==> src/hw/rtl/sblc_pkg.sv <==
`timescale 1ns / 1ps
// ----------------------------------------------------------------------------
// sblc_pkg
// Shared types and constants of the size-budgeted LRU cache.
// ----------------------------------------------------------------------------
package sblc_pkg;

  localparam int unsigned SLOTS  = 16;
  localparam int unsigned SLOT_W = $clog2(SLOTS);
  localparam int unsigned CNT_W  = $clog2(SLOTS + 1);

  localparam int unsigned USED_W = 24;
  localparam int unsigned KEY_W  = 32;
  localparam int unsigned OWN_W  = 4;
  localparam int unsigned SIZE_W = 16;
  localparam int unsigned CTR_W  = 32;
  localparam int unsigned CMD_W  = 3;

  localparam int unsigned IN_DATA_W  = 56;
  localparam int unsigned OUT_DATA_W = 160;

  localparam logic [USED_W-1:0] USED_MAX     = {USED_W{1'b1}};
  localparam logic [USED_W-1:0] BUDGET_RESET = 24'd262144;

  typedef enum logic [CMD_W-1:0] {
    CMD_LOOKUP      = 3'd0,
    CMD_INSERT      = 3'd1,
    CMD_REMOVE      = 3'd2,
    CMD_CLEAR       = 3'd3,
    CMD_RESET_STATS = 3'd4
  } cmd_e;

endpackage

==> src/hw/rtl/size_budget_lru_cache_core.sv <==
`timescale 1ns / 1ps
// ----------------------------------------------------------------------------
// size_budget_lru_cache_core
// Sixteen-slot LRU cache of owner/key entries held under a byte budget.
// ----------------------------------------------------------------------------
// Requests enter on the s_axis channel: the command in tuser, the owner,
// key and entry size in tdata. Each request yields one or more results on
// the m_axis channel; tlast marks the closing result of a request, and
// tuser flags a lookup hit or a reported (evicted or cleared) entry.
// The user writes the byte budget through cfg_we_i / cfg_wdata_i while idle;
// the block itself does not enforce this. One request is worked on at a
// time; s_axis_tready is high only when idle. Lookup, insert and remove
// first scan the table for the owner/key pair with one shared comparator,
// one slot a cycle. An insert then drops a duplicate and evicts the oldest
// entries, each one reported, while over budget or full; a clear reports
// every entry as it drops it. Rank updates touch all slots in parallel.
// Results leave through an output register; when the receiver stalls, the
// sequencer waits in place with its pending result and loses nothing.
// Reset empties the table, zeroes the byte total and the counters, and
// sets the budget to 262144 bytes. Slot payloads are not cleared.
// ----------------------------------------------------------------------------
module size_budget_lru_cache_core (
  input  logic                               clk_i,
  input  logic                               rst_ni,
  input  logic                               cfg_we_i,
  input  logic [sblc_pkg::USED_W-1:0]        cfg_wdata_i,
  input  logic                               s_axis_tvalid,
  output logic                               s_axis_tready,
  // tuser: command
  input  logic [sblc_pkg::CMD_W-1:0]         s_axis_tuser,
  // tdata: owner_id[3:0], glyph_key[35:4], entry_bytes[51:36], zero fill
  input  logic [sblc_pkg::IN_DATA_W-1:0]     s_axis_tdata,
  output logic                               m_axis_tvalid,
  input  logic                               m_axis_tready,
  output logic                               m_axis_tlast,
  // tuser: lookup_hit[0], dropped_valid[1]
  output logic [1:0]                         m_axis_tuser,
  // tdata: dropped_owner[3:0], dropped_key[35:4], bytes_in_use[59:36],
  // hits_total[91:60], misses_total[123:92], evictions_total[155:124], fill
  output logic [sblc_pkg::OUT_DATA_W-1:0]    m_axis_tdata
);

  localparam int unsigned SW = sblc_pkg::SLOT_W;
  localparam int unsigned N  = sblc_pkg::SLOTS;

  localparam logic [3:0] S_IDLE  = 4'd0;
  localparam logic [3:0] S_SCAN  = 4'd1;
  localparam logic [3:0] S_DUP   = 4'd2;
  localparam logic [3:0] S_EVCHK = 4'd3;
  localparam logic [3:0] S_EVRD  = 4'd4;
  localparam logic [3:0] S_INS   = 4'd5;
  localparam logic [3:0] S_LKUP  = 4'd6;
  localparam logic [3:0] S_RMV   = 4'd7;
  localparam logic [3:0] S_CLCHK = 4'd8;
  localparam logic [3:0] S_CLRD  = 4'd9;
  localparam logic [3:0] S_FIN   = 4'd10;

  logic [3:0] state_q, state_d;

  logic [sblc_pkg::CMD_W-1:0]  cmd_q, cmd_d;
  logic [sblc_pkg::OWN_W-1:0]  owner_q, owner_d;
  logic [sblc_pkg::KEY_W-1:0]  key_q, key_d;
  logic [sblc_pkg::SIZE_W-1:0] nbytes_q, nbytes_d;
  logic                        found_q, found_d;
  logic [SW-1:0]               idx_q, idx_d;
  logic [SW-1:0]               scan_q, scan_d;

  logic [sblc_pkg::USED_W-1:0] budget_q;
  logic [sblc_pkg::USED_W-1:0] used_q, used_d;
  logic [sblc_pkg::CTR_W-1:0]  hits_q, hits_d, misses_q, misses_d, evicts_q, evicts_d;

  logic [N-1:0]                valid_q, valid_d;
  logic [sblc_pkg::OWN_W-1:0]  slot_owner_q [N];
  logic [sblc_pkg::KEY_W-1:0]  slot_key_q   [N];
  logic [sblc_pkg::SIZE_W-1:0] slot_bytes_q [N];
  logic [SW-1:0]               slot_rank_q  [N];
  logic [SW-1:0]               rank_d       [N];

  // Output register
  logic                        ov_q, ov_d, olast_q, olast_d, ohit_q, ohit_d, odv_q, odv_d;
  logic [sblc_pkg::OWN_W-1:0]  oowner_q, oowner_d;
  logic [sblc_pkg::KEY_W-1:0]  okey_q, okey_d;
  logic [sblc_pkg::USED_W-1:0] oused_q, oused_d;
  logic [sblc_pkg::CTR_W-1:0]  ohits_q, ohits_d, omiss_q, omiss_d, oev_q, oev_d;

  logic                        do_promote, do_drop, do_insert;
  logic [SW-1:0]               rd_idx;
  logic [SW-1:0]               rrank;
  logic [sblc_pkg::SIZE_W-1:0] rbytes;
  logic [sblc_pkg::USED_W-1:0] used_sub;
  logic [sblc_pkg::USED_W:0]   used_sum;
  logic [sblc_pkg::USED_W:0]   ins_sum;
  logic [sblc_pkg::CNT_W-1:0]  cnt;
  logic                        free_found;
  logic [SW-1:0]               free_idx;
  logic                        vic_found;
  logic [SW-1:0]               vic_idx;
  logic [SW-1:0]               vic_rank;
  logic                        need_evict;
  logic                        out_free;
  logic                        in_acc;
  logic                        slot_match;

  assign in_acc   = s_axis_tvalid && s_axis_tready;
  assign out_free = !ov_q || m_axis_tready;
  assign rd_idx   = (state_q == S_SCAN) ? scan_q : idx_q;
  assign rrank    = slot_rank_q[rd_idx];
  assign rbytes   = slot_bytes_q[rd_idx];
  assign cnt      = sblc_pkg::CNT_W'($countones(valid_q));

  // The shared comparator: one slot against the requested owner and key.
  assign slot_match = valid_q[rd_idx] && (slot_owner_q[rd_idx] == owner_q)
                      && (slot_key_q[rd_idx] == key_q);

  assign used_sub = (used_q >= sblc_pkg::USED_W'(rbytes))
                    ? used_q - sblc_pkg::USED_W'(rbytes) : '0;
  assign used_sum = {1'b0, used_q} + (sblc_pkg::USED_W + 1)'(nbytes_q);
  assign ins_sum  = {1'b0, used_q} + (sblc_pkg::USED_W + 1)'(nbytes_q);
  assign need_evict = (used_sum > {1'b0, budget_q}) || !free_found;

  // Oldest entry has rank cnt-1, newest rank 0; ranks form a permutation.
  assign vic_rank = (state_q == S_CLCHK) ? '0 : SW'(cnt - 1'b1);

  always_comb begin
    free_found = 1'b0;
    free_idx   = '0;
    vic_found  = 1'b0;
    vic_idx    = '0;
    for (int j = N - 1; j >= 0; j--) begin
      if (!valid_q[j]) begin
        free_found = 1'b1;
        free_idx   = SW'(j);
      end
      if (valid_q[j] && slot_rank_q[j] == vic_rank) begin
        vic_found = 1'b1;
        vic_idx   = SW'(j);
      end
    end
  end

  always_comb begin
    state_d  = state_q;
    cmd_d    = cmd_q;
    owner_d  = owner_q;
    key_d    = key_q;
    nbytes_d = nbytes_q;
    found_d  = found_q;
    idx_d    = idx_q;
    scan_d   = scan_q;
    used_d   = used_q;
    hits_d   = hits_q;
    misses_d = misses_q;
    evicts_d = evicts_q;
    do_promote = 1'b0;
    do_drop    = 1'b0;
    do_insert  = 1'b0;
    ov_d     = ov_q && !m_axis_tready;
    olast_d  = olast_q;
    ohit_d   = ohit_q;
    odv_d    = odv_q;
    oowner_d = oowner_q;
    okey_d   = okey_q;
    oused_d  = oused_q;
    ohits_d  = ohits_q;
    omiss_d  = omiss_q;
    oev_d    = oev_q;

    case (state_q)
      S_IDLE: begin
        if (in_acc) begin
          cmd_d    = s_axis_tuser;
          owner_d  = s_axis_tdata[3:0];
          key_d    = s_axis_tdata[35:4];
          nbytes_d = s_axis_tdata[51:36];
          found_d  = 1'b0;
          scan_d   = '0;
          case (s_axis_tuser)
            sblc_pkg::CMD_LOOKUP, sblc_pkg::CMD_INSERT,
            sblc_pkg::CMD_REMOVE: state_d = S_SCAN;
            sblc_pkg::CMD_CLEAR:  state_d = S_CLCHK;
            sblc_pkg::CMD_RESET_STATS: begin
              hits_d   = '0;
              misses_d = '0;
              evicts_d = '0;
              state_d  = S_FIN;
            end
            default: state_d = S_FIN;
          endcase
        end
      end
      S_SCAN: begin
        if (slot_match && !found_q) begin
          found_d = 1'b1;
          idx_d   = scan_q;
        end
        scan_d = scan_q + 1'b1;
        if (scan_q == SW'(N - 1)) begin
          case (cmd_q)
            sblc_pkg::CMD_LOOKUP: state_d = S_LKUP;
            sblc_pkg::CMD_INSERT: state_d = S_DUP;
            default:              state_d = S_RMV;
          endcase
        end
      end
      S_DUP: begin
        if (found_q) begin
          do_drop = 1'b1;
          used_d  = used_sub;
        end
        state_d = S_EVCHK;
      end
      S_EVCHK: begin
        if (need_evict && cnt != '0 && vic_found) begin
          idx_d   = vic_idx;
          state_d = S_EVRD;
        end else begin
          state_d = S_INS;
        end
      end
      S_EVRD: begin
        if (out_free) begin
          do_drop  = 1'b1;
          used_d   = used_sub;
          evicts_d = evicts_q + 1'b1;
          ov_d     = 1'b1;
          olast_d  = 1'b0;
          ohit_d   = 1'b0;
          odv_d    = 1'b1;
          oowner_d = slot_owner_q[idx_q];
          okey_d   = slot_key_q[idx_q];
          oused_d  = used_sub;
          ohits_d  = hits_q;
          omiss_d  = misses_q;
          oev_d    = evicts_q + 1'b1;
          state_d  = S_EVCHK;
        end
      end
      S_INS: begin
        if (free_found) begin
          do_insert = 1'b1;
          used_d = ins_sum[sblc_pkg::USED_W] ? sblc_pkg::USED_MAX
                                             : ins_sum[sblc_pkg::USED_W-1:0];
        end
        state_d = S_FIN;
      end
      S_LKUP: begin
        if (found_q) begin
          do_promote = 1'b1;
          hits_d     = hits_q + 1'b1;
        end else begin
          misses_d = misses_q + 1'b1;
        end
        state_d = S_FIN;
      end
      S_RMV: begin
        if (found_q) begin
          do_drop = 1'b1;
          used_d  = used_sub;
        end
        state_d = S_FIN;
      end
      S_CLCHK: begin
        if (cnt != '0 && vic_found) begin
          idx_d   = vic_idx;
          state_d = S_CLRD;
        end else begin
          used_d  = '0;
          state_d = S_FIN;
        end
      end
      S_CLRD: begin
        if (out_free) begin
          do_drop  = 1'b1;
          used_d   = used_sub;
          ov_d     = 1'b1;
          olast_d  = 1'b0;
          ohit_d   = 1'b0;
          odv_d    = 1'b1;
          oowner_d = slot_owner_q[idx_q];
          okey_d   = slot_key_q[idx_q];
          oused_d  = used_sub;
          ohits_d  = hits_q;
          omiss_d  = misses_q;
          oev_d    = evicts_q;
          state_d  = S_CLCHK;
        end
      end
      S_FIN: begin
        if (out_free) begin
          ov_d     = 1'b1;
          olast_d  = 1'b1;
          ohit_d   = (cmd_q == sblc_pkg::CMD_LOOKUP) && found_q;
          odv_d    = 1'b0;
          oowner_d = '0;
          okey_d   = '0;
          oused_d  = used_q;
          ohits_d  = hits_q;
          omiss_d  = misses_q;
          oev_d    = evicts_q;
          state_d  = S_IDLE;
        end
      end
      default: state_d = S_IDLE;
    endcase
  end

  // Parallel rank and valid update of every slot.
  always_comb begin
    valid_d = valid_q;
    for (int j = 0; j < N; j++) begin
      rank_d[j] = slot_rank_q[j];
      if (do_promote) begin
        if (valid_q[j] && slot_rank_q[j] < rrank) rank_d[j] = slot_rank_q[j] + 1'b1;
        if (SW'(j) == idx_q) rank_d[j] = '0;
      end
      if (do_drop) begin
        if (SW'(j) == idx_q) valid_d[j] = 1'b0;
        if (valid_q[j] && slot_rank_q[j] > rrank) rank_d[j] = slot_rank_q[j] - 1'b1;
      end
      if (do_insert) begin
        if (valid_q[j]) rank_d[j] = slot_rank_q[j] + 1'b1;
        if (SW'(j) == free_idx) begin
          valid_d[j] = 1'b1;
          rank_d[j]  = '0;
        end
      end
    end
  end

  always_ff @(posedge clk_i or negedge rst_ni) begin
    if (!rst_ni) begin
      state_q  <= S_IDLE;
      valid_q  <= '0;
      used_q   <= '0;
      hits_q   <= '0;
      misses_q <= '0;
      evicts_q <= '0;
      budget_q <= sblc_pkg::BUDGET_RESET;
      ov_q     <= 1'b0;
    end else begin
      state_q  <= state_d;
      valid_q  <= valid_d;
      used_q   <= used_d;
      hits_q   <= hits_d;
      misses_q <= misses_d;
      evicts_q <= evicts_d;
      ov_q     <= ov_d;
      if (cfg_we_i) begin
        budget_q <= cfg_wdata_i;
      end
    end
  end

  always_ff @(posedge clk_i) begin
    cmd_q    <= cmd_d;
    owner_q  <= owner_d;
    key_q    <= key_d;
    nbytes_q <= nbytes_d;
    found_q  <= found_d;
    idx_q    <= idx_d;
    scan_q   <= scan_d;
    olast_q  <= olast_d;
    ohit_q   <= ohit_d;
    odv_q    <= odv_d;
    oowner_q <= oowner_d;
    okey_q   <= okey_d;
    oused_q  <= oused_d;
    ohits_q  <= ohits_d;
    omiss_q  <= omiss_d;
    oev_q    <= oev_d;
    for (int j = 0; j < N; j++) begin
      slot_rank_q[j] <= rank_d[j];
    end
    if (do_insert) begin
      slot_owner_q[free_idx] <= owner_q;
      slot_key_q[free_idx]   <= key_q;
      slot_bytes_q[free_idx] <= nbytes_q;
    end
  end

  assign s_axis_tready = (state_q == S_IDLE);
  assign m_axis_tvalid = ov_q;
  assign m_axis_tlast  = olast_q;
  assign m_axis_tuser  = {odv_q, ohit_q};
  assign m_axis_tdata  = {4'b0, oev_q, omiss_q, ohits_q, oused_q, okey_q, oowner_q};

endmodule

==> config.mk <==
export PLATFORM = sky130hd
export DESIGN_NAME = size_budget_lru_cache_core
export DESIGN_NICKNAME = d
export VERILOG_FILES = /design/src/hw/rtl/sblc_pkg.sv /design/src/hw/rtl/size_budget_lru_cache_core.sv
export SDC_FILE = /design/constraint.sdc
export NUM_CORES = 2
export LEC_CHECK = 0
export BUFFER_PORTS_ARGS = -buffer_cell sky130_fd_sc_hd__buf_2
export CORE_UTILIZATION = 40
export DETAILED_ROUTE_END_ITERATION = 8
export PLACE_DENSITY_LB_ADDON = 0.05
export SYNTH_ARGS = -nofsm -noshare
export SYNTH_HDL_FRONTEND = slang
export SYNTH_SLANG_ARGS = --single-unit
==> constraint.sdc <==
create_clock -name clk_i -period 5.9 [get_ports clk_i]
set_input_delay 0 -clock clk_i [delete_from_list [all_inputs] [get_ports clk_i]]
set_output_delay 0 -clock clk_i [all_outputs]
set_load 0.05 [all_outputs]
# Word-level counts from Yosys, hierarchy flattened
# Memory sizes are Yosys's and may differ from the RTL's. A register that Yosys moved wholly into a read port is not among the register bits.
# Cells that the tools add are included.
dict set report totals {
  ram_bits 896
  input_bits 88
  output_inout_bits 165
  mem_count 4
  elab_cells 612
  register_bits 388
}
dict set report op_classes {
  eq_ne 80
  reduce_logical 94
  muxes 321
  magnitude_cmp 35
  add_sub_neg 54
}
# name depth word_bits rd rd_ports_with_merged_regs write_ports line
set mem_list {}
lappend mem_list {slot_key_q 16 32 2 1 1 size_budget_lru_cache_core.sv:74} ;# logic [sblc_pkg::KEY_W-1:0] slot_key_q [N];
lappend mem_list {slot_bytes_q 16 16 1 0 1 size_budget_lru_cache_core.sv:75} ;# logic [sblc_pkg::SIZE_W-1:0] slot_bytes_q [N];
lappend mem_list {slot_owner_q 16 4 2 1 1 size_budget_lru_cache_core.sv:73} ;# logic [sblc_pkg::OWN_W-1:0] slot_owner_q [N];
lappend mem_list {slot_rank_q 16 4 17 0 16 size_budget_lru_cache_core.sv:76} ;# logic [SW-1:0] slot_rank_q [N];
# operator n
set ops {}
lappend ops {{two-way mux 4 bit} 174}
lappend ops {{case mux 32 bit (2 select lines)} 5}
lappend ops {{two-way mux 32 bit} 8}
lappend ops {{two-way mux 24 bit} 7}
lappend ops {{two-way mux 1 bit} 112}
lappend ops {{adder 32 x 1 -> 32 bit, second input constant} 3}
lappend ops {{case mux 24 bit (4 select lines)} 1}
lappend ops {{adder 4 x 1 -> 4 bit, second input constant} 17}
lappend ops {{== test 4 bit} 17}
lappend ops {{subtractor 4 x 1 -> 4 bit, second input constant} 17}
lappend ops {{== test 4 bit, first input constant} 16}
lappend ops {{greater-than comparator 4 bit} 16}
lappend ops {{less-than comparator 4 bit} 16}
lappend ops {{logical AND 1 bit} 57}
lappend ops {{case mux 24 bit (2 select lines)} 1}
lappend ops {{case mux 4 bit (9 select lines)} 1}
lappend ops {{== test 3 x 4 -> 1 bit, first input constant} 8}
lappend ops {{== test 32 bit} 1}
lappend ops {{adder 24 x 16 -> 25 bit} 1}
lappend ops {{greater-than comparator 25 x 24 -> 1 bit} 1}
lappend ops {{greater-or-equal comparator 24 x 16 -> 1 bit} 1}
lappend ops {{case mux 4 bit (2 select lines)} 3}
lappend ops {{subtractor 24 x 16 -> 24 bit} 1}
lappend ops {{adder 1 x 1 -> 2 bit} 8}
lappend ops {{34 further kinds} 92}

# Logic depth before layout (Yosys ltp)
dict set report logic_depth {
  word_depth 28
  ltp_mapped 31
  depth_no_buf 24
}

# Least setup slack after synthesis
# No wires, ideal clock.
dict set report synth_path {
  path_kind {register -> register}
  start {register valid_q[7]}
  end {register with a tool-made name}
  setup_ns 0.121
  synth_period_minus_slack_ns 6.479
  slack_ns -0.579
  t_arrival_ns 6.357
  n_path_buf 4
  required_ns 5.779
  stages_incl_launch_ff 25
  cell_sequence {dfrtp_1 clkbuf_1 inv_1 fa_1 inv_1 fa_1 fa_1 inv_1 fa_1 inv_1 ha_1 clkbuf_1 inv_1 clkbuf_1 ha_1 buf_1 nor3_1 o211a_1 o2111ai_1 o211ai_1 a222oi_1 a41oi_1 and2_1 nor3_2 mux2_4}
}
# item line
set synth_lines {}
lappend synth_lines {{from (decl)} size_budget_lru_cache_core.sv:72} ;# logic [N-1:0] valid_q, valid_d;
lappend synth_lines {{from (signal assigned)} size_budget_lru_cache_core.sv:342} ;# valid_q <= valid_d;

==> key figures <==
Yosys
  – Post-Syn Instances: 5475
  – Synth Area in Adders: 3.52%
  – Synth async-reset ratio: 12.8%
  – Simple-gate portion of the synthesized area: 14.5%
  – Ys flop type: edfxtp_1
  – Yosys reg bits: 1288
  – Distinct cell type count after synthesis: 89
  – Mean Syn Cell Area: 11.8 µm²
  – Xor-xnor portion of the synthesized cell area: 3.37%
  – Compound-Gate Fraction of Synth Area: 9.21%
  – Multiplexer share of the synthesized area: 8.93%
  – Main combinational cell family by area after synthesis: simple AND/OR/NAND/NOR gates
  – Number of flops mapped to enable cells by yosys: 1055
  – Sequential fraction of the synthesis area: 57.4%
  – Post-Syn Area: 64700 µm²
  – Yosys warns: 0

Worst setup path
  – Buf/Inv on CP: 9
  – Top cell by count, worst path: fa_1
  – Worst setup SP type: flop
  – CP arrival: 6.91 ns
  – Critical path's largest stage delay: 0.53 ns
  – Critical path depth: 27
  – R2R cell count: 27
  – Slowest CP cell: fa_1
  – CP max FO: 10
  – Critical path class: reg2reg
  – Cell family with most CP delay: adder cells
  – Critical path endpoint category: flop
  – Crit path required time: 6.55 ns

Floorplan
  – Core area: 161000 µm²
  – FP Rows: 147
  – Initial Util: 40.3%
  – Die width: 404 µm
  – Full die area: 163000 µm²
  – Die H: 404 µm
  – I/O pins: 253

STA
  – Peak Freq: 0.160 GHz
  – # setup viols final: 35
  – Max-slew violation count: 0
  – Worst slew pin tran: 1.25 ns
  – Hold Fails Final Rpt: 0
  – RSZ-0062 raised after global routing: yes
  – Fin crit period: 6.25 ns
  – PnR worst setup slack: -0.352 ns
  – Slew headroom: 16.3%
  – Period Utilization, post-route: 106%
  – Worst Skew: 0.0316 ns
  – Hold slack: 0.0363 ns

CTS
  – Clk buf depth: 3
  – H-tree Lvls: 4
  – Worst-Skew Late Latency: 0.80 ns
  – Num Clock Sinks: 1288
  – Clk slew on worst S/H paths: 0.06 ns
  – CTS Buf Count: 147
  – TritonCTS clock tree: yes
  – Root Driver: clkbuf_16

Route
  – DRT iter0 DRCs: 4112
  – Drt wl/cell: 25.7 µm
  – 1st-pass router iterations: 6
  – Vias per Instance: 5.75
  – Via count: 48082
  – Met3 Routed Length: 12.4 mm
  – WL met2: 99.9 mm
  – DRC: 0
  – Uppermost routed layer: met4
  – Final WL: 215 mm
  – Met1 WL: 97.4 mm
  – Antenna viol nets, final: 0

Global routing
  – Vias in the first global route: 46776
  – First-pass GRT wire length: 316 mm
  – Largest net degree at the start of global routing: 119
  – Initial antenna violation count: 5
  – Tot GR Track Use: 26.0%
  – Grt ovf: 0

Run status
  – Outcome: finished, violations left
  – Violated checks: negative setup slack

Cells and area
  – Post-route cell area: 78100 µm²
  – # fillers: 14450
  – Area grow syn2layout: 20.7%
  – Share of cells above drive strength 1: 18.5%
  – # nets final: 6355

Hold path
  – Hold Path Depth: 2
  – Worst hold-check path type: in2reg

Place
  – Hpwl dp: 137 mm
  – Placed instance area: 70600 µm²
  – Port Buf Inserts: 244
  – Gpl congestion: 0.895

Run
  – Max cap viols: 0
[stage by stage]
| step | instances | util [%] | TNS (ns) | setup slack, ns |
|---|---|---|---|---|
| floorplan | 5478 | - | 0 | 0.00899 |
| detailed placement | 7869 | 43.9 | -11.84 | -0.434 |
| finish | 8368 | 48.7 | -9.03 | -0.352 |
| global placement | 7869 | 43.9 | -10.22 | -0.365 |
| CTS | 8346 | 48.4 | -5.06 | -0.245 |
| global route | 8366 | 48.7 | -16.13 | -0.541 |
[cells in the final DEF, fill, tap and decap left out, drive strengths merged, types with 92 or more instances in the layout]
cell	instances
edfxtp	1055
nand2	898
buf	592
nor2	359
nand3	300
o21ai	240
dlygate4sd3	206
clkbuf	195
mux4	194
dfrtp	164
ha	163
a21oi	161
xnor2	152
inv	145
mux2i	123
and3	93
nor3	92
[layout make-up]
| cell class | count | area, µm² | share of cell area [%] |
|---|---|---|---|
| multi-input combinational | 3712 | 26300 | 33.7 |
| antenna | 2 | 5.00 | 0.00641 |
| timing repair buffer | 801 | 6580 | 8.42 |
| inverter | 142 | 547 | 0.700 |
| clock inverter | 71 | 841 | 1.08 |
| sequential | 1288 | 37200 | 47.6 |
| tap | 2160 | 2700 | 3.46 |
| clock buffer | 192 | 3970 | 5.08 |
[worst paths after layout]
path	to	start	slack, ns
max	flop	valid_q[11]	-0.35
max reg2reg	flop	valid_q[11]	-0.35
max in group asynchronous	evicts_q[6]	rst_ni	4.76
min	cmd_q[1]	s_axis_tuser[1]	0.04
min in group asynchronous	used_q[6]	rst_ni	0.36
min reg2reg	omiss_q[12]	misses_q[12]	0.45
[cells in the mapped netlist, drive strengths merged (12+ instances only)]
library cell	count	area, µm²
a211oi	25	188
a21o	30	225
a21oi	161	806
a221oi	15	131
a22o	16	140
a22oi	19	143
a311oi	52	455
a31oi	43	269
a32oi	52	455
a41oi	15	131
and2	53	332
and3	93	582
buf	112	564
clkbuf	225	845
dfrtp	164	4100
dfxtp	68	1360
edfxtp	1055	31700
fa	12	240
ha	163	2040
inv	139	522
mux2	13	161
mux2i	123	1250
mux4	194	4370
nand2	898	3370
nand2b	42	263
nand3	300	1500
nand4	79	494
nor2	359	1360
nor2b	42	263
nor3	92	465
nor4	34	213
o211ai	24	180
o21a	22	165
o21ai	240	1200
o221ai	23	201
o22ai	24	150
o31ai	53	398
or2	14	87.6
or3	20	125
xnor2	152	1330
xor2	89	780
[flip-flops by register name (all words and copies together), names as in the netlist, 32 cells and up, named ones only]
register and flops:
evicts_q 32, hits_q 32, key_q 32, misses_q 32, oev_q 32, ohits_q 32, okey_q 32, omiss_q 32
slot_bytes_q 256, slot_key_q 512, slot_owner_q 64, slot_rank_q 64
[cell families (layout without fill, tap and decap cells)]
group / Yosys count / after routing
buf+inv: 479 / 1206
mux: 330 / 331
flops: 1288 / 1288
simple gates: 2065 / 2065
fa+ha+maj: 175 / 175
other cells: 1 / 6
xor+xnor: 244 / 244
compound gates: 893 / 893
[routing by layer]
metal,GRT usage (%),vias up
li1,-,21741
met2,41.2,1674
met5,0,-
met4,7.26,0
met1,37.5,24356
met3,3.20,311
[what timing repair did]
action | CTS | global route
resized for setup | 37 | 52
cloned | 0 | 3
hold endpoints to repair | 308 | 0
endpoints found under the setup margin | 35 | 59
hold buffers | 207 | 0
setup buffers | 8 | 17
pin swaps | 14 | 8
Power is not shown: default switching activity piles up to over one toggle a cycle in this logic, so the estimate is an artifact.
